[src/hdl/lpxfp_pkg.sv]
// package for the length-prefixed xor frame parser
// holds the queue entry and result types, op codes and result kinds
// no dependencies
`default_nettype none

package lpxfp_pkg;

  localparam int unsigned BYTE_W = 8;
  localparam int unsigned LEN_W  = 16;
  localparam int unsigned KIND_W = 2;
  localparam int unsigned OP_W   = 3;

  // result kinds
  localparam logic [KIND_W-1:0] KIND_BODY    = 2'd0;
  localparam logic [KIND_W-1:0] KIND_GOOD    = 2'd1;
  localparam logic [KIND_W-1:0] KIND_BAD     = 2'd2;
  localparam logic [KIND_W-1:0] KIND_LEN_ERR = 2'd3;

  // ops handed from front to back
  localparam logic [OP_W-1:0] OP_SEED    = 3'd0;
  localparam logic [OP_W-1:0] OP_MIX     = 3'd1;
  localparam logic [OP_W-1:0] OP_BODY    = 3'd2;
  localparam logic [OP_W-1:0] OP_END     = 3'd3;
  localparam logic [OP_W-1:0] OP_LEN_ERR = 3'd4;

  // register indexes (byte address bit 2)
  localparam logic REG_SYNC    = 1'b0;
  localparam logic REG_MAX_LEN = 1'b1;

  localparam logic [BYTE_W-1:0] SYNC_RESET    = 8'h7F;
  localparam logic [LEN_W-1:0]  MAX_LEN_RESET = 16'd2048;

  typedef struct packed {
    logic [OP_W-1:0]   op;
    logic [BYTE_W-1:0] data;
    logic [LEN_W-1:0]  index;
    logic [LEN_W-1:0]  length;
  } lpxfp_op_t;

  typedef struct packed {
    logic [KIND_W-1:0] kind;
    logic [BYTE_W-1:0] data;
    logic [LEN_W-1:0]  index;
    logic [BYTE_W-1:0] command;
    logic [LEN_W-1:0]  length;
    logic [BYTE_W-1:0] check;
  } lpxfp_res_t;

endpackage

`default_nettype wire

[src/hdl/lpxfp_front.sv]
// front end: accepts bytes, tracks the frame phase, length and body count
// and turns each sync or frame byte into an op for the back end; uses lpxfp_pkg
`default_nettype none

module lpxfp_front (
  input  wire                        clk,
  input  wire                        rst_n,
  input  wire  [lpxfp_pkg::BYTE_W-1:0] sync_byte,
  input  wire  [lpxfp_pkg::LEN_W-1:0]  max_length,
  input  wire                        in_valid,
  input  wire  [lpxfp_pkg::BYTE_W-1:0] in_byte,
  output logic                       in_ready,
  input  wire                        q_full,
  output logic                       push,
  output lpxfp_pkg::lpxfp_op_t       push_op
);
  import lpxfp_pkg::*;

  localparam logic [1:0] PH_HUNT   = 2'd0;
  localparam logic [1:0] PH_LEN_HI = 2'd1;
  localparam logic [1:0] PH_LEN_LO = 2'd2;
  localparam logic [1:0] PH_BODY   = 2'd3;

  logic [1:0]       phase_r, phase_nxt;
  logic [LEN_W-1:0] len_r, len_nxt;
  logic [LEN_W-1:0] cnt_r, cnt_nxt;
  logic [LEN_W-1:0] len_full;
  logic [LEN_W-1:0] cnt_inc;
  logic             acc;

  assign in_ready = !q_full;
  assign acc      = in_valid && !q_full;
  assign len_full = {len_r[LEN_W-1:BYTE_W], in_byte};
  assign cnt_inc  = cnt_r + LEN_W'(1);

  always_comb begin
    phase_nxt      = phase_r;
    len_nxt        = len_r;
    cnt_nxt        = cnt_r;
    push           = 1'b0;
    push_op.op     = OP_MIX;
    push_op.data   = in_byte;
    push_op.index  = '0;
    push_op.length = len_r;
    if (acc) begin
      case (phase_r)
        PH_HUNT: begin
          if (in_byte == sync_byte) begin
            push       = 1'b1;
            push_op.op = OP_SEED;
            phase_nxt  = PH_LEN_HI;
          end
        end
        PH_LEN_HI: begin
          push      = 1'b1;
          len_nxt   = {in_byte, {BYTE_W{1'b0}}};
          phase_nxt = PH_LEN_LO;
        end
        PH_LEN_LO: begin
          push           = 1'b1;
          len_nxt        = len_full;
          push_op.length = len_full;
          cnt_nxt        = '0;
          if (len_full == '0 || len_full > max_length) begin
            push_op.op = OP_LEN_ERR;
            len_nxt    = '0;
            phase_nxt  = PH_HUNT;
          end else begin
            phase_nxt = PH_BODY;
          end
        end
        PH_BODY: begin
          push = 1'b1;
          if (cnt_inc >= len_r) begin
            push_op.op = OP_END;
            len_nxt    = '0;
            cnt_nxt    = '0;
            phase_nxt  = PH_HUNT;
          end else begin
            push_op.op    = OP_BODY;
            push_op.index = cnt_r;
            cnt_nxt       = cnt_inc;
          end
        end
        default: begin
          phase_nxt = PH_HUNT;
        end
      endcase
    end
  end

  always_ff @(posedge clk) begin
    if (!rst_n) begin
      phase_r <= PH_HUNT;
      len_r   <= '0;
      cnt_r   <= '0;
    end else begin
      phase_r <= phase_nxt;
      len_r   <= len_nxt;
      cnt_r   <= cnt_nxt;
    end
  end

  // body count stays below the length while a body is open
  a_cnt_below_len: assert property (@(posedge clk) disable iff (!rst_n)
    (phase_r == PH_BODY) |-> (cnt_r < len_r))
    else $error("body count reached frame length");

endmodule

`default_nettype wire

[src/hdl/lpxfp_queue.sv]
// short op queue between front and back end
// register file with head and tail pointers; uses lpxfp_pkg
`default_nettype none

module lpxfp_queue #(
  parameter int unsigned DEPTH = 4
) (
  input  wire                  clk,
  input  wire                  rst_n,
  input  wire                  push,
  input  lpxfp_pkg::lpxfp_op_t push_op,
  output logic                 full,
  input  wire                  pop,
  output logic                 head_valid,
  output lpxfp_pkg::lpxfp_op_t head_op
);
  import lpxfp_pkg::*;

  localparam int unsigned PW = (DEPTH > 1) ? $clog2(DEPTH) : 1;
  localparam int unsigned CW = $clog2(DEPTH + 1);

  lpxfp_op_t       mem_r [DEPTH];
  logic [PW-1:0]   wr_ptr_r, wr_ptr_nxt;
  logic [PW-1:0]   rd_ptr_r, rd_ptr_nxt;
  logic [CW-1:0]   count_r, count_nxt;
  logic            do_push;
  logic            do_pop;

  assign full       = (count_r == CW'(DEPTH));
  assign head_valid = (count_r != '0);
  assign head_op    = mem_r[rd_ptr_r];
  assign do_push    = push && !full;
  assign do_pop     = pop && head_valid;

  always_comb begin
    wr_ptr_nxt = wr_ptr_r;
    rd_ptr_nxt = rd_ptr_r;
    count_nxt  = count_r;
    if (do_push) begin
      wr_ptr_nxt = (wr_ptr_r == PW'(DEPTH - 1)) ? '0 : wr_ptr_r + PW'(1);
    end
    if (do_pop) begin
      rd_ptr_nxt = (rd_ptr_r == PW'(DEPTH - 1)) ? '0 : rd_ptr_r + PW'(1);
    end
    if (do_push && !do_pop) begin
      count_nxt = count_r + CW'(1);
    end else if (do_pop && !do_push) begin
      count_nxt = count_r - CW'(1);
    end
  end

  always_ff @(posedge clk) begin
    if (do_push) begin
      mem_r[wr_ptr_r] <= push_op;
    end
  end

  always_ff @(posedge clk) begin
    if (!rst_n) begin
      wr_ptr_r <= '0;
      rd_ptr_r <= '0;
      count_r  <= '0;
    end else begin
      wr_ptr_r <= wr_ptr_nxt;
      rd_ptr_r <= rd_ptr_nxt;
      count_r  <= count_nxt;
    end
  end

  a_no_push_when_full: assert property (@(posedge clk) disable iff (!rst_n)
    push |-> !full)
    else $error("op pushed into full queue");

  a_count_bound: assert property (@(posedge clk) disable iff (!rst_n)
    count_r <= CW'(DEPTH))
    else $error("queue count out of range");

endmodule

`default_nettype wire

[src/hdl/lpxfp_back.sv]
// back end: applies ops to the running xor and saved command,
// builds result items and holds them in the output register; uses lpxfp_pkg
`default_nettype none

module lpxfp_back (
  input  wire                  clk,
  input  wire                  rst_n,
  input  wire                  head_valid,
  input  lpxfp_pkg::lpxfp_op_t head_op,
  output logic                 pop,
  output logic                 out_valid,
  input  wire                  out_ready,
  output lpxfp_pkg::lpxfp_res_t out_res
);
  import lpxfp_pkg::*;

  logic [BYTE_W-1:0] xor_r, xor_nxt;
  logic [BYTE_W-1:0] cmd_r, cmd_nxt;
  logic              valid_r, valid_nxt;
  lpxfp_res_t        res_r, res_nxt;
  logic              has_res;
  logic [BYTE_W-1:0] cmd_cur;
  logic [BYTE_W-1:0] xor_mix;

  assign out_valid = valid_r;
  assign out_res   = res_r;
  assign cmd_cur   = (head_op.index == '0) ? head_op.data : cmd_r;
  assign xor_mix   = xor_r ^ head_op.data;

  always_comb begin
    case (head_op.op)
      OP_BODY, OP_END, OP_LEN_ERR: has_res = 1'b1;
      default:                     has_res = 1'b0;
    endcase
  end

  // ops without a result never wait for the output slot
  assign pop = head_valid && (!has_res || !valid_r || out_ready);

  always_comb begin
    xor_nxt        = xor_r;
    cmd_nxt        = cmd_r;
    res_nxt        = res_r;
    valid_nxt      = valid_r && !out_ready;
    if (pop) begin
      case (head_op.op)
        OP_SEED: begin
          xor_nxt = head_op.data;
        end
        OP_MIX: begin
          xor_nxt = xor_mix;
        end
        OP_BODY: begin
          xor_nxt         = xor_mix;
          cmd_nxt         = cmd_cur;
          valid_nxt       = 1'b1;
          res_nxt.kind    = KIND_BODY;
          res_nxt.data    = head_op.data;
          res_nxt.index   = head_op.index;
          res_nxt.command = cmd_cur;
          res_nxt.length  = head_op.length;
          res_nxt.check   = xor_mix;
        end
        OP_END: begin
          xor_nxt         = '0;
          cmd_nxt         = '0;
          valid_nxt       = 1'b1;
          res_nxt.kind    = (head_op.data == xor_r) ? KIND_GOOD : KIND_BAD;
          res_nxt.data    = head_op.data;
          res_nxt.index   = '0;
          res_nxt.command = cmd_r;
          res_nxt.length  = head_op.length;
          res_nxt.check   = xor_r;
        end
        OP_LEN_ERR: begin
          xor_nxt         = '0;
          cmd_nxt         = '0;
          valid_nxt       = 1'b1;
          res_nxt.kind    = KIND_LEN_ERR;
          res_nxt.data    = '0;
          res_nxt.index   = '0;
          res_nxt.command = '0;
          res_nxt.length  = head_op.length;
          res_nxt.check   = '0;
        end
        default: begin
          xor_nxt = xor_r;
        end
      endcase
    end else begin
      res_nxt = res_r;
    end
  end

  always_ff @(posedge clk) begin
    if (!rst_n) begin
      xor_r   <= '0;
      cmd_r   <= '0;
      valid_r <= 1'b0;
    end else begin
      xor_r   <= xor_nxt;
      cmd_r   <= cmd_nxt;
      valid_r <= valid_nxt;
    end
  end

  always_ff @(posedge clk) begin
    res_r <= res_nxt;
  end

  // a new result only lands in a free or draining output slot
  a_no_overwrite: assert property (@(posedge clk) disable iff (!rst_n)
    (pop && has_res && valid_r) |-> out_ready)
    else $error("pending result overwritten");

endmodule

`default_nettype wire

[src/hdl/length_prefixed_xor_frame_parser.sv]
// top level of the length-prefixed xor frame parser: config registers,
// front end, op queue and back end; uses lpxfp_pkg, lpxfp_front,
// lpxfp_queue and lpxfp_back
//
//  port group  | dir | carries
//  in_*        | in  | one received byte per item (tdata[7:0])
//  out_*       | out | body byte, frame good/bad or length error item
//  cfg_*       | in  | sync_byte at 0x0, max_length at 0x4
//
// one byte accepted per cycle while the queue is not full; its op is queued and
// its result registered; front decides each byte's role, back applies it on pop
// sync reset clears the frame state, the queue and the output valid flag and
// loads sync_byte 0x7F and max_length 2048
// a stalled output fills the QUEUE_DEPTH entry queue, then in_tready drops
`default_nettype none

module length_prefixed_xor_frame_parser #(
  parameter int unsigned QUEUE_DEPTH = 4
) (
  input  wire         clk,
  input  wire         rst_n,
  input  wire         in_tvalid,
  output logic        in_tready,
  input  wire  [7:0]  in_tdata,   // rx_byte
  output logic        out_tvalid,
  input  wire         out_tready,
  output logic [55:0] out_tdata,  // out_byte, byte_index, command_byte,
                                  // frame_length, computed_check
  output logic [1:0]  out_tuser,  // out_kind
  input  wire         cfg_psel,
  input  wire         cfg_penable,
  input  wire         cfg_pwrite,
  input  wire  [2:0]  cfg_paddr,
  input  wire  [31:0] cfg_pwdata,
  output logic [31:0] cfg_prdata,
  output logic        cfg_pready
);
  import lpxfp_pkg::*;

  logic [BYTE_W-1:0] sync_r;
  logic [LEN_W-1:0]  max_len_r;
  logic              cfg_wr;
  logic              q_full;
  logic              push;
  lpxfp_op_t         push_op;
  logic              pop;
  logic              head_valid;
  lpxfp_op_t         head_op;
  lpxfp_res_t        res;

  assign cfg_pready = 1'b1;
  assign cfg_wr     = cfg_psel && cfg_penable && cfg_pwrite && cfg_pready;

  always_ff @(posedge clk) begin
    if (!rst_n) begin
      sync_r    <= SYNC_RESET;
      max_len_r <= MAX_LEN_RESET;
    end else if (cfg_wr) begin
      if (cfg_paddr[2] == REG_SYNC) begin
        sync_r <= cfg_pwdata[BYTE_W-1:0];
      end else begin
        max_len_r <= cfg_pwdata[LEN_W-1:0];
      end
    end
  end

  always_comb begin
    if (cfg_paddr[2] == REG_MAX_LEN) begin
      cfg_prdata = {{(32 - LEN_W){1'b0}}, max_len_r};
    end else begin
      cfg_prdata = {{(32 - BYTE_W){1'b0}}, sync_r};
    end
  end

  lpxfp_front u_front (
    .clk        (clk),
    .rst_n      (rst_n),
    .sync_byte  (sync_r),
    .max_length (max_len_r),
    .in_valid   (in_tvalid),
    .in_byte    (in_tdata),
    .in_ready   (in_tready),
    .q_full     (q_full),
    .push       (push),
    .push_op    (push_op)
  );

  lpxfp_queue #(
    .DEPTH (QUEUE_DEPTH)
  ) u_queue (
    .clk        (clk),
    .rst_n      (rst_n),
    .push       (push),
    .push_op    (push_op),
    .full       (q_full),
    .pop        (pop),
    .head_valid (head_valid),
    .head_op    (head_op)
  );

  lpxfp_back u_back (
    .clk        (clk),
    .rst_n      (rst_n),
    .head_valid (head_valid),
    .head_op    (head_op),
    .pop        (pop),
    .out_valid  (out_tvalid),
    .out_ready  (out_tready),
    .out_res    (res)
  );

  assign out_tuser = res.kind;
  assign out_tdata = {res.check, res.length, res.command, res.index, res.data};

endmodule

`default_nettype wire

[config.mk]
export PLATFORM = sky130hd
export DESIGN_NAME = length_prefixed_xor_frame_parser
export DESIGN_NICKNAME = d
export VERILOG_FILES = /design/src/hdl/lpxfp_pkg.sv /design/src/hdl/lpxfp_front.sv /design/src/hdl/lpxfp_queue.sv /design/src/hdl/lpxfp_back.sv /design/src/hdl/length_prefixed_xor_frame_parser.sv
export SDC_FILE = /design/constraint.sdc
export NUM_CORES = 1
export LEC_CHECK = 0
export BUFFER_PORTS_ARGS = -buffer_cell sky130_fd_sc_hd__buf_2
export CAP_MARGIN = 10
export CORE_ASPECT_RATIO = 2
export CORE_MARGIN = 3
export CORE_UTILIZATION = 53
export CTS_CLUSTER_DIAMETER = 30
export DETAILED_ROUTE_END_ITERATION = 8
export GPL_ROUTABILITY_DRIVEN = 0
export HOLD_SLACK_MARGIN = 0.15
export PLACE_DENSITY = 0.76
export SYNTH_ARGS = -nofsm -noshare
export SYNTH_HDL_FRONTEND = slang
export SYNTH_SLANG_ARGS = --single-unit
[constraint.sdc]
create_clock -name clk -period 3.2 [get_ports clk]
set_input_delay 0.32 -clock clk [delete_from_list [all_inputs] [get_ports clk]]
set_output_delay 0.32 -clock clk [all_outputs]
set_load 0.02 [all_outputs]
==> After elaboration in Yosys (flattened, before gate mapping) <==
Memories as Yosys holds them, arrays and structs flattened. A register that Yosys moved wholly into a read port is not among the register bits.
Index checks and enable logic that the tools add are counted.
{ "op_classes": {"add_sub_neg": 5, "order_cmp": 2, "eq_ne": 15, "muxes": 38, "bitwise": 2, "reduce_logical": 42} }
{ "op_table": {"columns": ["operator", "count"], "rows": [
  ["case mux 58 bit (3 select lines)", 1],
  ["2-to-1 mux 16 bit", 6],
  ["case mux 16 bit (3 select lines)", 1],
  ["logical NOT 16 bit", 2],
  ["2-to-1 mux 32 bit", 1],
  ["case mux 16 bit (2 select lines)", 1],
  ["case mux 8 bit (3 select lines)", 1],
  ["adder 16 x 1 -> 16 bit (second input constant)", 1],
  ["equality test 8 bit", 2],
  ["greater-or-equal comparator 16 bit", 1],
  ["greater-than comparator 16 bit", 1],
  ["2-to-1 mux 2 bit", 8],
  ["2-to-1 mux 8 bit", 2],
  ["case mux 8 bit (2 select lines)", 1],
  ["2-to-1 mux 3 bit", 4],
  ["AND reduction 2 bit", 6],
  ["nonzero test 3 bit", 4],
  ["logical AND 1 bit", 9],
  ["2-to-1 mux 1 bit", 9],
  ["case mux 3 bit (3 select lines)", 1],
  ["equality test 2 bit (second input constant)", 4],
  ["case mux 2 bit (4 select lines)", 1],
  ["XOR 8 bit", 1],
  ["equality test 3 x 2 -> 1 bit (second input constant)", 2],
  ["other kinds (18)", 34]
]} }
{ "totals": {"regBits": 140, "ramBits": 172, "output_inout_bits": 93, "word_cells": 123, "mem_count": 1} }
{ "mem_list": {"columns": ["memory", "words", "word_bits", "rd", "rd_clocked_by_memory_dff", "write_ports", "line", "source"], "rows": [
  ["u_queue.mem_r", 4, 43, 1, 1, 1, "lpxfp_queue.sv:22", "lpxfp_op_t mem_r [DEPTH];"]
]} }

==> Depth between registers and ports, before layout <==
Gate-level depths: netlist (run 1).
{ "depth": {"depth_word": 11, "mapped_depth": 14, "mapped_depth_nobuf": 11} }

==> By module <==
A second synthesis (run 1) with hierarchy kept.
{ "hier_totals": {"hier_cells": 1066, "area_unflattened_um2": 14383.8} }
{ "modules_own_cells": {"columns": ["mod", "instances", "cells_per_inst", "area_each_um2"], "rows": [
  ["lpxfp_queue", 1, 276, 6741.5],
  ["lpxfp_back", 1, 278, 3443.3],
  ["lpxfp_front", 1, 370, 2886.5],
  ["length_prefixed_xor_frame_parser", 1, 142, 1312.5]
]} }

==> Worst setup path after synthesis (run 1) <==
No wires, ideal clock.
{ "synth_timing": {"path_type": "flip-flop to flip-flop", "startpoint": "register u_front.cnt_r[2]", "endpoint": "memory u_queue.mem_r[0][16] in the netlist's numbering (data pin)", "setup_time_ns": 0.264, "arrival_ns": 2.961, "t_required_ns": 2.936, "setup_slack_ns": -0.025, "path_stages_with_launch": 13, "synth_period_minus_slack_ns": 3.225, "path_cell_list": "dfxtp_1 and3_1 and4_1 nand4_1 xnor2_1 ha_1 and4_1 nand2_1 or4_1 and3_1 clkbuf_1 clkbuf_1 and3_1"} }
{ "synth_rtl": {"columns": ["item", "line", "source"], "rows": [
  ["start: declaration", "lpxfp_front.sv:26", "logic [LEN_W-1:0] cnt_r, cnt_nxt;"],
  ["start signal: assignment", "lpxfp_front.sv:100", "cnt_r <= cnt_nxt;"],
  ["end: declaration", "lpxfp_queue.sv:22", null]
]} }

==> Final worst setup path (run 1) <==
{ "layout_timing": {"startpoint": "register u_front.cnt_r[4]", "endpoint": "register u_front.len_r[2]"} }
{ "layout_between": {"elab_chain_len": 4} }
{ "layout_rtl": {"columns": ["item", "line", "source"], "rows": [
  ["adder 16 x 1 -> 16 bit", "lpxfp_front.sv:34", "assign cnt_inc = cnt_r + LEN_W'(1);"],
  ["greater-or-equal comparator 16 bit", "lpxfp_front.sv:74", "if (cnt_inc >= len_r) begin"],
  ["!= test 2 x 1 -> 1 bit (no line)", null, null],
  ["AND reduction 3 bit (no line)", null, null],
  ["end signal: assignment", "lpxfp_front.sv:99", "len_r <= len_nxt;"],
  ["end: declaration", "lpxfp_front.sv:25", "logic [LEN_W-1:0] len_r, len_nxt;"]
]} }
Every way passes these cells.
A chain may end at the register's enable or synchronous reset.

==> flow_summary.html, run 1 <==
<table>
<tr><th>Metric</th><th>Value</th></tr>
<tr><th colspan="2">Outcome</th></tr>
<tr><td>Outcome</td><td>complete, no violations</td></tr>
<tr><th colspan="2">Layout</th></tr>
<tr><td>Leading cell types in the layout, fill and taps excluded</td><td>230 x sky130_fd_sc_hd__edfxtp_1, 107 x sky130_fd_sc_hd__buf_2, 100 x sky130_fd_sc_hd__nand2_1, 76 x sky130_fd_sc_hd__dfxtp_1, 59 x sky130_fd_sc_hd__buf_4</td></tr>
<tr><td>Most frequent standard cell in the layout excluding fill and tap cells</td><td>sky130_fd_sc_hd__edfxtp_1</td></tr>
<tr><td>End-of-flow core utilization</td><td>0.648</td></tr>
<tr><td>Number of nets in the layout</td><td>1273</td></tr>
<tr><td>Synth-to-layout area growth</td><td>20.1%</td></tr>
<tr><td>Layout cells sized above 1</td><td>0.273</td></tr>
<tr><th colspan="2">Routing</th></tr>
<tr><td>WL final</td><td>29.4 mm</td></tr>
<tr><td>First-pass DRT Iterations</td><td>5</td></tr>
<tr><td>Number of nets with antenna violations after detailed routing</td><td>0</td></tr>
<tr><td>Initial drt markers</td><td>540</td></tr>
<tr><td>Detailed-route via count</td><td>8786</td></tr>
<tr><td>Number of vias per cell after detailed routing</td><td>5.68</td></tr>
<tr><td>DR WL/cell</td><td>19.0 µm</td></tr>
<tr><td>Count of unresolved DRC violations after routing</td><td>0</td></tr>
<tr><th colspan="2">Power and ir drop</th></tr>
<tr><td>Clk pwr share</td><td>0.317</td></tr>
<tr><td>Switching power total</td><td>3.74 mW</td></tr>
<tr><td>Total power density per cell area</td><td>747 mW/mm²</td></tr>
<tr><td>Proportion of power drawn by flip-flops and latches</td><td>0.430</td></tr>
<tr><td>Power Total</td><td>12.2 mW</td></tr>
<tr><td>Leak</td><td>5.99 nW</td></tr>
<tr><td>Power share of the combinational group</td><td>0.253</td></tr>
<tr><td>Internal Dissipation</td><td>8.43 mW</td></tr>
<tr><td>Switching fraction of total power</td><td>0.307</td></tr>
<tr><td>Worst vdd rail ir drop</td><td>510 µV</td></tr>
<tr><th colspan="2">STA</th></tr>
<tr><td>Number of failing setup endpoints in the final timing report</td><td>0</td></tr>
<tr><td>Share of the clock period used by the worst path after layout</td><td>0.981</td></tr>
<tr><td>Setup skew after layout</td><td>0.0277 ns</td></tr>
<tr><td>Final Hold Violating Endpoints</td><td>0</td></tr>
<tr><td>Headroom to the max-slew limit</td><td>0.508</td></tr>
<tr><td>Worst slew pin tran</td><td>0.720 ns</td></tr>
<tr><td>Maximum achievable frequency</td><td>318 MHz</td></tr>
<tr><td>Number of pins exceeding their max-slew limit in the final report</td><td>0</td></tr>
<tr><td>Worst setup margin</td><td>0.0595 ns</td></tr>
<tr><td>Unrepaired setup endpoints after global routing</td><td>yes</td></tr>
<tr><td>Clock period minus worst slack</td><td>3.14 ns</td></tr>
<tr><th colspan="2">Setup path</th></tr>
<tr><td>Combined buffer and inverter count along the critical path</td><td>2</td></tr>
<tr><td>Cells along the critical path</td><td>and3_4 -&gt; and4_4 -&gt; buf_4 -&gt; nand2_1 -&gt; xnor2_2 -&gt; ha_1 -&gt; and4_4 -&gt; nand2_2 -&gt; or4_4 -&gt; and2_4 -&gt; a2111oi_4 -&gt; buf_6 -&gt; a22o_1</td></tr>
<tr><td>Worst-path maximum fanout</td><td>8</td></tr>
<tr><td>CP Launch Type</td><td>flop</td></tr>
<tr><td>Critical path capture point type</td><td>flop</td></tr>
<tr><td>Worst Setup Path Type</td><td>flop to flop</td></tr>
<tr><td>Crit path largest cell delay</td><td>0.54 ns</td></tr>
<tr><td>Worst EP required</td><td>3.66 ns</td></tr>
<tr><td>CP most frequent cell</td><td>sky130_fd_sc_hd__and4_4</td></tr>
<tr><td>Data arrival time at the worst-slack endpoint</td><td>3.60 ns</td></tr>
<tr><td>Dominant delay contributor by cell family on the critical path</td><td>simple AND/OR/NAND/NOR gates</td></tr>
<tr><td>CP max-delay cell</td><td>sky130_fd_sc_hd__or4_4</td></tr>
<tr><th colspan="2">Global route</th></tr>
<tr><td>Global routing usage summed across all routing layers</td><td>0.213</td></tr>
<tr><td>Number of antenna violations at the first check in global routing</td><td>0</td></tr>
<tr><td>Number of global-route vias before repair</td><td>8826</td></tr>
<tr><td>Global route overflow</td><td>0</td></tr>
<tr><td>Global-route wire length before repair</td><td>46.1 mm</td></tr>
<tr><td>Pin count of the biggest net entering global routing</td><td>60</td></tr>
<tr><th colspan="2">Floorplan</th></tr>
<tr><td>Initial core utilization</td><td>0.539</td></tr>
<tr><td>Row count</td><td>82</td></tr>
<tr><td>Overall die height</td><td>232 µm</td></tr>
<tr><td>Overall die width</td><td>119 µm</td></tr>
<tr><td>IO Count</td><td>143</td></tr>
<tr><td>Die area</td><td>0.0277 mm²</td></tr>
<tr><td>Core Area</td><td>0.0251 mm²</td></tr>
<tr><th colspan="2">Place</th></tr>
<tr><td>IO Port Bufs</td><td>107</td></tr>
<tr><td>HPWL after detailed placement</td><td>20.0 mm</td></tr>
<tr><td>Pre-CTS setup slack</td><td>-0.134 ns</td></tr>
<tr><th colspan="2">Yosys</th></tr>
<tr><td>Post-synthesis async set-or-reset flop share</td><td>0</td></tr>
<tr><td>Leading register cell type out of synthesis</td><td>sky130_fd_sc_hd__edfxtp_1</td></tr>
<tr><td>Number of flops mapped to enable cells by yosys</td><td>230</td></tr>
<tr><td>Sequential fraction of the synthesis area</td><td>0.633</td></tr>
<tr><td>Number of warnings issued by yosys</td><td>0</td></tr>
<tr><td>Synthesized area per cell</td><td>13.5 µm²</td></tr>
<tr><td>Synthesized instance count</td><td>1001</td></tr>
<tr><td>Distinct cell type count of the synthesized netlist</td><td>57</td></tr>
<tr><td>Syn Std Cell Area</td><td>0.0136 mm²</td></tr>
<tr><td>Synthesis-stage register bit count</td><td>314</td></tr>
<tr><th colspan="2">CTS</th></tr>
<tr><td>CTS clock-pin slew for the worst setup and hold paths</td><td>0.06 ns</td></tr>
<tr><td>Clock root buffer master</td><td>sky130_fd_sc_hd__clkbuf_16</td></tr>
<tr><td>Clock latency on the worst-skew pair</td><td>0.53 ns</td></tr>
<tr><td>Number of levels the H-tree was split into</td><td>2</td></tr>
<tr><td>CTS Buffer Depth</td><td>3</td></tr>
<tr><td>Num CTS Buffers</td><td>34</td></tr>
<tr><td>Clock tree from TritonCTS</td><td>done</td></tr>
<tr><td>Clock sink count</td><td>314</td></tr>
<tr><th colspan="2">Hold path</th></tr>
<tr><td>Worst Hold Class</td><td>input port to flop</td></tr>
<tr><th colspan="2">Job</th></tr>
<tr><td>Max-capacitance violation count</td><td>0</td></tr>
</table>
[what timing repair did]
item                                    CTS  global route
cloned                                    0             0
pin swaps                                15            14
gates resized for setup                  21             6
hold buffers                             16             0
endpoints found under the setup margin   80            91
endpoints found under the hold margin    24             0
setup buffers                             3             7
[final timing paths]
check	slack, ns	cells past startpoint	to	start
max	0.06	13	u_front.len_r[2]	u_front.cnt_r[4]
max reg2reg	0.06	13	u_front.len_r[2]	u_front.cnt_r[4]
min	0.18	3	u_back.xor_r[6]	rst_n
min reg2reg	0.46	2	max_len_r[15]	max_len_r[15]
[per-stage QoR]
stage | instance area (µm²) | cells | setup TNS (ns) | hold slack, ns
floorplan | 13600 | 1016 | 0 | 0.419
global placement | 14800 | 1458 | 0 | 0.442
detailed placement | 14800 | 1458 | -1.26 | 0.447
CTS | 16200 | 1539 | 0 | 0.163
global route | 16300 | 1545 | -0.261 | 0.165
finish | 16300 | 1546 | 0 | 0.176
[cell usage after synthesis (3+ instances only)]
cell type / count / area share
sky130_fd_sc_hd__inv_1: 39 / 0.011
sky130_fd_sc_hd__dfxtp_1: 84 / 0.12
sky130_fd_sc_hd__and4_1: 5 / 0.0032
sky130_fd_sc_hd__a21oi_1: 42 / 0.016
sky130_fd_sc_hd__nand2b_1: 4 / 0.0018
sky130_fd_sc_hd__clkbuf_1: 36 / 0.010
sky130_fd_sc_hd__buf_2: 4 / 0.0015
sky130_fd_sc_hd__nand4_1: 14 / 0.0065
sky130_fd_sc_hd__edfxtp_1: 230 / 0.51
sky130_fd_sc_hd__nand3_1: 16 / 0.0059
sky130_fd_sc_hd__and3_1: 23 / 0.011
sky130_fd_sc_hd__nor2_1: 45 / 0.012
sky130_fd_sc_hd__buf_4: 18 / 0.010
sky130_fd_sc_hd__or3_1: 11 / 0.0051
sky130_fd_sc_hd__a32oi_1: 17 / 0.011
sky130_fd_sc_hd__mux2i_1: 3 / 0.0022
sky130_fd_sc_hd__and2_1: 27 / 0.012
sky130_fd_sc_hd__o211ai_1: 4 / 0.0022
sky130_fd_sc_hd__ha_1: 39 / 0.036
sky130_fd_sc_hd__o31ai_1: 3 / 0.0017
sky130_fd_sc_hd__nor3_1: 3 / 0.0011
sky130_fd_sc_hd__nor2b_1: 11 / 0.0051
sky130_fd_sc_hd__nand2_1: 101 / 0.028
sky130_fd_sc_hd__a22o_1: 23 / 0.015
sky130_fd_sc_hd__xnor2_1: 21 / 0.014
sky130_fd_sc_hd__a211oi_1: 5 / 0.0028
sky130_fd_sc_hd__o21a_1: 7 / 0.0039
sky130_fd_sc_hd__mux2_2: 15 / 0.012
sky130_fd_sc_hd__o21ai_1: 6 / 0.0022
sky130_fd_sc_hd__o21ai_0: 37 / 0.014
sky130_fd_sc_hd__a21o_1: 5 / 0.0028
sky130_fd_sc_hd__a311oi_1: 8 / 0.0052
sky130_fd_sc_hd__xor2_1: 13 / 0.0084
sky130_fd_sc_hd__mux4_2: 43 / 0.071
sky130_fd_sc_hd__nor4_1: 10 / 0.0046
[per-layer routing]
layer  track usage  part of all wire
met5             0                 0
met4         0.123             0.053
met3        0.0256             0.041
met2         0.403              0.55
met1         0.223              0.35
[flip-flops by register name, summed over array words and instances (netlist names), named ones only]
register	cells
u_front.phase_r	2
u_back.out_res	58
u_front.cnt_r	16
u_front.len_r	16
u_queue.rd_ptr_r	2
u_back.cmd_r	8
u_queue.mem_r	172
u_back.out_valid	1
max_len_r	16
u_back.xor_r	8
u_queue.wr_ptr_r	2
sync_r	8
u_queue.count_r	3
[kinds of logic after synthesis]
group           synth area share
fa+ha+maj                 0.0375
simple gates               0.102
other cells             0.000554
xor+xnor                  0.0220
flops                      0.633
compound gates            0.0837
mux                       0.0861
buf+inv                   0.0350
[power groups by stage]
stage	Clock, mW	Combinational, mW	Sequential [mW]
6_report	3.86	3.08	5.24
5_1_grt	4.07	3.35	5.29
4_1_cts	3.93	3.13	5.24
3_5_place_dp	0	3.09	5.33
3_3_place_gp	0	3.04	5.32
2_1_floorplan	0	1.69	5.82
[final cells by class]
class                   count  area [µm²]
diodes                      1        2.50
clock buffers              39         880
clock inverters            23         236
fillers                  1769        8860
inverters                  41         154
multi-input cells         599        4650
flip-flops and latches    314        8600
well taps                 336         420
repair buffers            193        1340
[worst reg2reg max path: cells and delay by family (launching register included)]
family,cells,cell delay (ns)
simple gates,7,1.56
compound gates,2,0.44
flops,1,0.33
fa+ha+maj,1,0.30
buf+inv,2,0.29
xor+xnor,1,0.15
Note: power is estimated with default switching activity, not from simulation.
==> run 2: changes to the inputs <==
--- a/config.mk
+++ b/config.mk
@@ -15,6 +15,7 @@
 export GPL_ROUTABILITY_DRIVEN = 0
 export HOLD_SLACK_MARGIN = 0.15
 export PLACE_DENSITY = 0.76
+export REMOVE_ABC_BUFFERS = 1
 export SYNTH_ARGS = -nofsm -noshare
 export SYNTH_HDL_FRONTEND = slang
 export SYNTH_SLANG_ARGS = --single-unit
==> run 2 against run 1 <==
Net effect:
- non-clock buffer count up 2
- clock skew shrank 0.0040 ns
- fmax decreased by 0.74%
- largest power group unchanged
- sequential share of layout area is 0.35 points lower
- wire length increased by 1.5%
==> flow_summary.html, run 2 (same netlist as run 1, synthesis figures left out) <==
<table>
<tr><th>Metric</th><th>Value</th></tr>
<tr><th colspan="2">STA</th></tr>
<tr><td>Worst slew pin tran</td><td>0.662 ns (-0.0572 ns)</td></tr>
<tr><td>Headroom to the max-slew limit</td><td>0.557 (+0.0492)</td></tr>
<tr><td>Clock period minus worst slack</td><td>3.16 ns (+0.0236 ns)</td></tr>
<tr><td>Setup skew after layout</td><td>0.0237 ns (-0.00402 ns)</td></tr>
<tr><td>Number of failing setup endpoints in the final timing report</td><td>0 (unchanged)</td></tr>
<tr><td>Maximum achievable frequency</td><td>316 MHz (-0.74%)</td></tr>
<tr><td>Min Hold Slack</td><td>0.179 ns (+0.00284 ns)</td></tr>
<tr><td>Final Hold Violating Endpoints</td><td>0 (unchanged)</td></tr>
<tr><td>Number of pins exceeding their max-slew limit in the final report</td><td>0 (unchanged)</td></tr>
<tr><td>Share of the clock period used by the worst path after layout</td><td>0.989 (+0.00736)</td></tr>
<tr><td>Worst setup margin</td><td>0.0359 ns (-0.0236 ns)</td></tr>
<tr><td>Unrepaired setup endpoints after global routing</td><td>yes</td></tr>
<tr><th colspan="2">Floorplan</th></tr>
<tr><td>Core Area</td><td>0.0251 mm² (unchanged)</td></tr>
<tr><td>Overall die width</td><td>119 µm (unchanged)</td></tr>
<tr><td>Overall die height</td><td>232 µm (unchanged)</td></tr>
<tr><td>Row count</td><td>82 (unchanged)</td></tr>
<tr><td>IO Count</td><td>143 (unchanged)</td></tr>
<tr><td>Initial core utilization</td><td>0.539 (unchanged)</td></tr>
<tr><td>Die area</td><td>0.0277 mm² (unchanged)</td></tr>
<tr><th colspan="2">Setup path</th></tr>
<tr><td>Levels on crit path</td><td>12 (-1)</td></tr>
<tr><td>Combined buffer and inverter count along the critical path</td><td>2 (unchanged)</td></tr>
<tr><td>Worst EP required</td><td>3.45 ns (-0.21 ns)</td></tr>
<tr><td>CP max-delay cell</td><td>sky130_fd_sc_hd__or4_4</td></tr>
<tr><td>CP startpoint</td><td>u_front.cnt_r[1]</td></tr>
<tr><td>Worst r2r dst</td><td>u_queue.mem_r[1][23]</td></tr>
<tr><td>Destination of the critical timing path</td><td>u_queue.mem_r[1][23]</td></tr>
<tr><td>Number of cells on the worst reg-to-reg path</td><td>12 (-1)</td></tr>
<tr><td>Critical R2R Launch</td><td>u_front.cnt_r[1]</td></tr>
<tr><td>Worst Setup Path Type</td><td>flop to flop</td></tr>
<tr><td>Dominant delay contributor by cell family on the critical path</td><td>simple AND/OR/NAND/NOR gates</td></tr>
<tr><td>Crit path largest cell delay</td><td>0.56 ns (+0.02 ns)</td></tr>
<tr><td>Critical path capture point type</td><td>flop</td></tr>
<tr><td>Data arrival time at the worst-slack endpoint</td><td>3.42 ns (-0.18 ns)</td></tr>
<tr><td>Cells along the critical path</td><td>ha_1 -&gt; and4_4 -&gt; buf_6 -&gt; nand3_4 -&gt; xnor2_2 -&gt; ha_1 -&gt; and4_4 -&gt; nand4_1 -&gt; or4_4 -&gt; and3_4 -&gt; buf_12 -&gt; and3_1</td></tr>
<tr><td>CP Launch Type</td><td>flop</td></tr>
<tr><td>Worst R2R Setup Slack</td><td>0.04 ns (-0.02 ns)</td></tr>
<tr><td>Worst-path maximum fanout</td><td>27 (+19)</td></tr>
<tr><th colspan="2">Layout</th></tr>
<tr><td>Layout cells sized above 1</td><td>0.284 (+0.0106)</td></tr>
<tr><td>Antenna diode count</td><td>0 (-1)</td></tr>
<tr><td>Register with the highest flop count</td><td>u_queue.mem_r</td></tr>
<tr><td>Number of nets in the layout</td><td>1276 (+0.24%)</td></tr>
<tr><td>Number of filler cells placed in the layout</td><td>1782 (+0.73%)</td></tr>
<tr><td>Leading cell types in the layout, fill and taps excluded</td><td>230 x sky130_fd_sc_hd__edfxtp_1, 107 x sky130_fd_sc_hd__buf_2, 99 x sky130_fd_sc_hd__nand2_1, 77 x sky130_fd_sc_hd__dfxtp_1, 62 x sky130_fd_sc_hd__buf_4</td></tr>
<tr><td>End-of-flow core utilization</td><td>0.652 (+0.00423)</td></tr>
<tr><td>Synth-to-layout area growth</td><td>20.8%</td></tr>
<tr><td>Number of flip-flops under the largest register name</td><td>172 (unchanged)</td></tr>
<tr><td>Area of all placed cells without fillers</td><td>0.0164 mm² (+0.65%)</td></tr>
<tr><td>Final Non-Filler Cells</td><td>1549 (+0.19%)</td></tr>
<tr><td>Most frequent standard cell in the layout excluding fill and tap cells</td><td>sky130_fd_sc_hd__edfxtp_1</td></tr>
<tr><th colspan="2">Hold path</th></tr>
<tr><td>Worst Hold Class</td><td>input port to flop</td></tr>
<tr><th colspan="2">Global route</th></tr>
<tr><td>Number of global-route vias before repair</td><td>8975 (+1.7%)</td></tr>
<tr><td>Pin count of the biggest net entering global routing</td><td>60 (unchanged)</td></tr>
<tr><td>Global routing usage summed across all routing layers</td><td>0.221 (+0.00770)</td></tr>
<tr><td>Global route overflow</td><td>0 (unchanged)</td></tr>
<tr><td>Global-route wire length before repair</td><td>47.6 mm (+3.2%)</td></tr>
<tr><td>Number of antenna violations at the first check in global routing</td><td>0 (unchanged)</td></tr>
<tr><th colspan="2">CTS</th></tr>
<tr><td>Clock sink count</td><td>314 (unchanged)</td></tr>
<tr><td>CTS Buffer Depth</td><td>3 (unchanged)</td></tr>
<tr><td>Clock tree from TritonCTS</td><td>done</td></tr>
<tr><td>Clock root buffer master</td><td>sky130_fd_sc_hd__clkbuf_16</td></tr>
<tr><td>Num CTS Buffers</td><td>35 (+2.9%)</td></tr>
<tr><td>CTS clock-pin slew for the worst setup and hold paths</td><td>0.07 ns (about the same)</td></tr>
<tr><td>Clock latency on the worst-skew pair</td><td>0.53 ns (about the same)</td></tr>
<tr><td>Number of levels the H-tree was split into</td><td>2 (unchanged)</td></tr>
<tr><th colspan="2">Outcome</th></tr>
<tr><td>Outcome</td><td>complete, no violations</td></tr>
<tr><th colspan="2">Place</th></tr>
<tr><td>HPWL after detailed placement</td><td>20.1 mm (+0.49%)</td></tr>
<tr><td>IO Port Bufs</td><td>107 (unchanged)</td></tr>
<tr><td>Placed Cells incl. Taps</td><td>1462 (+0.27%)</td></tr>
<tr><td>Post-place instance area</td><td>0.0149 mm² (about the same)</td></tr>
<tr><td>Pre-CTS setup slack</td><td>-0.0470 ns (+0.0867 ns)</td></tr>
<tr><th colspan="2">Power and ir drop</th></tr>
<tr><td>Leak</td><td>6.00 nW (+0.15%)</td></tr>
<tr><td>Total power density per cell area</td><td>757 mW/mm² (+1.3%)</td></tr>
<tr><td>Worst vdd rail ir drop</td><td>456 µV (-11%)</td></tr>
<tr><th colspan="2">Routing</th></tr>
<tr><td>WL final</td><td>29.8 mm (+1.5%)</td></tr>
<tr><td>Number of vias per cell after detailed routing</td><td>5.67 (-0.22%)</td></tr>
<tr><td>Detailed-route via count</td><td>8784 (-0.023%)</td></tr>
<tr><td>Count of unresolved DRC violations after routing</td><td>0 (unchanged)</td></tr>
<tr><td>Number of nets with antenna violations after detailed routing</td><td>0 (unchanged)</td></tr>
<tr><td>Initial drt markers</td><td>696 (+29%)</td></tr>
<tr><td>DR WL/cell</td><td>19.3 µm (+1.3%)</td></tr>
<tr><td>First-pass DRT Iterations</td><td>5 (unchanged)</td></tr>
<tr><th colspan="2">Job</th></tr>
<tr><td>Max-capacitance violation count</td><td>0 (unchanged)</td></tr>
</table>
-- run 2: worst min-delay path by stage --
stage | startpoint | endpoint | cells after the start
final | in_tdata[0] | u_queue.mem_r[1][32] | 1
after global routing | in_tdata[6] | u_queue.mem_r[0][38] | 1
after CTS | in_tdata[6] | u_queue.mem_r[0][38] | 1
after detailed placement | max_len_r[15] | max_len_r[15] | 2
after global placement | max_len_r[8] | max_len_r[8] | 2
after floorplan | rst_n | sync_r[0] | 1
-- run 2: report_power, final --
group / internal (mW) / leakage (nW) / switching (mW)
clock: 2.32 / 0.578 / 1.70
sequential: 5.04 / 2.85 / 0.203
combinational: 1.21 / 2.57 / 1.94
total: 8.57 / 6.00 / 3.84
-- run 2: routing by layer --
layer  up-vias  share of wire  routed length, µm  global-route usage
met4         0          0.052               1570               0.124
met2       287           0.56              16700               0.416
li1       4116              -                  -                   -
met5         -              0                  0                   0
met3        95          0.046               1360              0.0275
met1      4286           0.34              10200               0.233
-- run 2: final cells by class --
cell class / count / area [µm²] / area share
well taps: 336 / 420 / 0.0257
clock buffers: 43 / 936 / 0.0571
flip-flops and latches: 314 / 8600 / 0.525
clock inverters: 21 / 244 / 0.0149
inverters: 41 / 154 / 0.00939
multi-input cells: 599 / 4680 / 0.286
repair buffers: 195 / 1350 / 0.0826
-- run 2: repair_timing --
action                                 in CTS  in global routing
endpoints found under the hold margin      24                  0
gates resized for setup                     8                 31
pin swaps                                   1                 13
hold buffers                               16                  0
gates cloned                                0                  0
setup endpoints to repair                  72                 91
buffers inserted                            0                  7
-- run 2: metrics by stage --
stage               total power [mW]  TNS (ns)
finish                          12.4         0
global route                    13.0    -0.537
CTS                             12.5         0
global placement                8.36         0
detailed placement              8.46    -0.474
floorplan                       7.43   -156.51
-- run 2: worst register-to-register path, stage by stage (launching register included) --
cell and delay [ns]:
sky130_fd_sc_hd__dfxtp_2 0.34, sky130_fd_sc_hd__ha_1 0.17, sky130_fd_sc_hd__and4_4 0.27, sky130_fd_sc_hd__buf_6 0.11, sky130_fd_sc_hd__nand3_4 0.07, sky130_fd_sc_hd__xnor2_2 0.16
sky130_fd_sc_hd__ha_1 0.29, sky130_fd_sc_hd__and4_4 0.23, sky130_fd_sc_hd__nand4_1 0.09, sky130_fd_sc_hd__or4_4 0.56, sky130_fd_sc_hd__and3_4 0.20, sky130_fd_sc_hd__buf_12 0.16
sky130_fd_sc_hd__and3_1 0.23
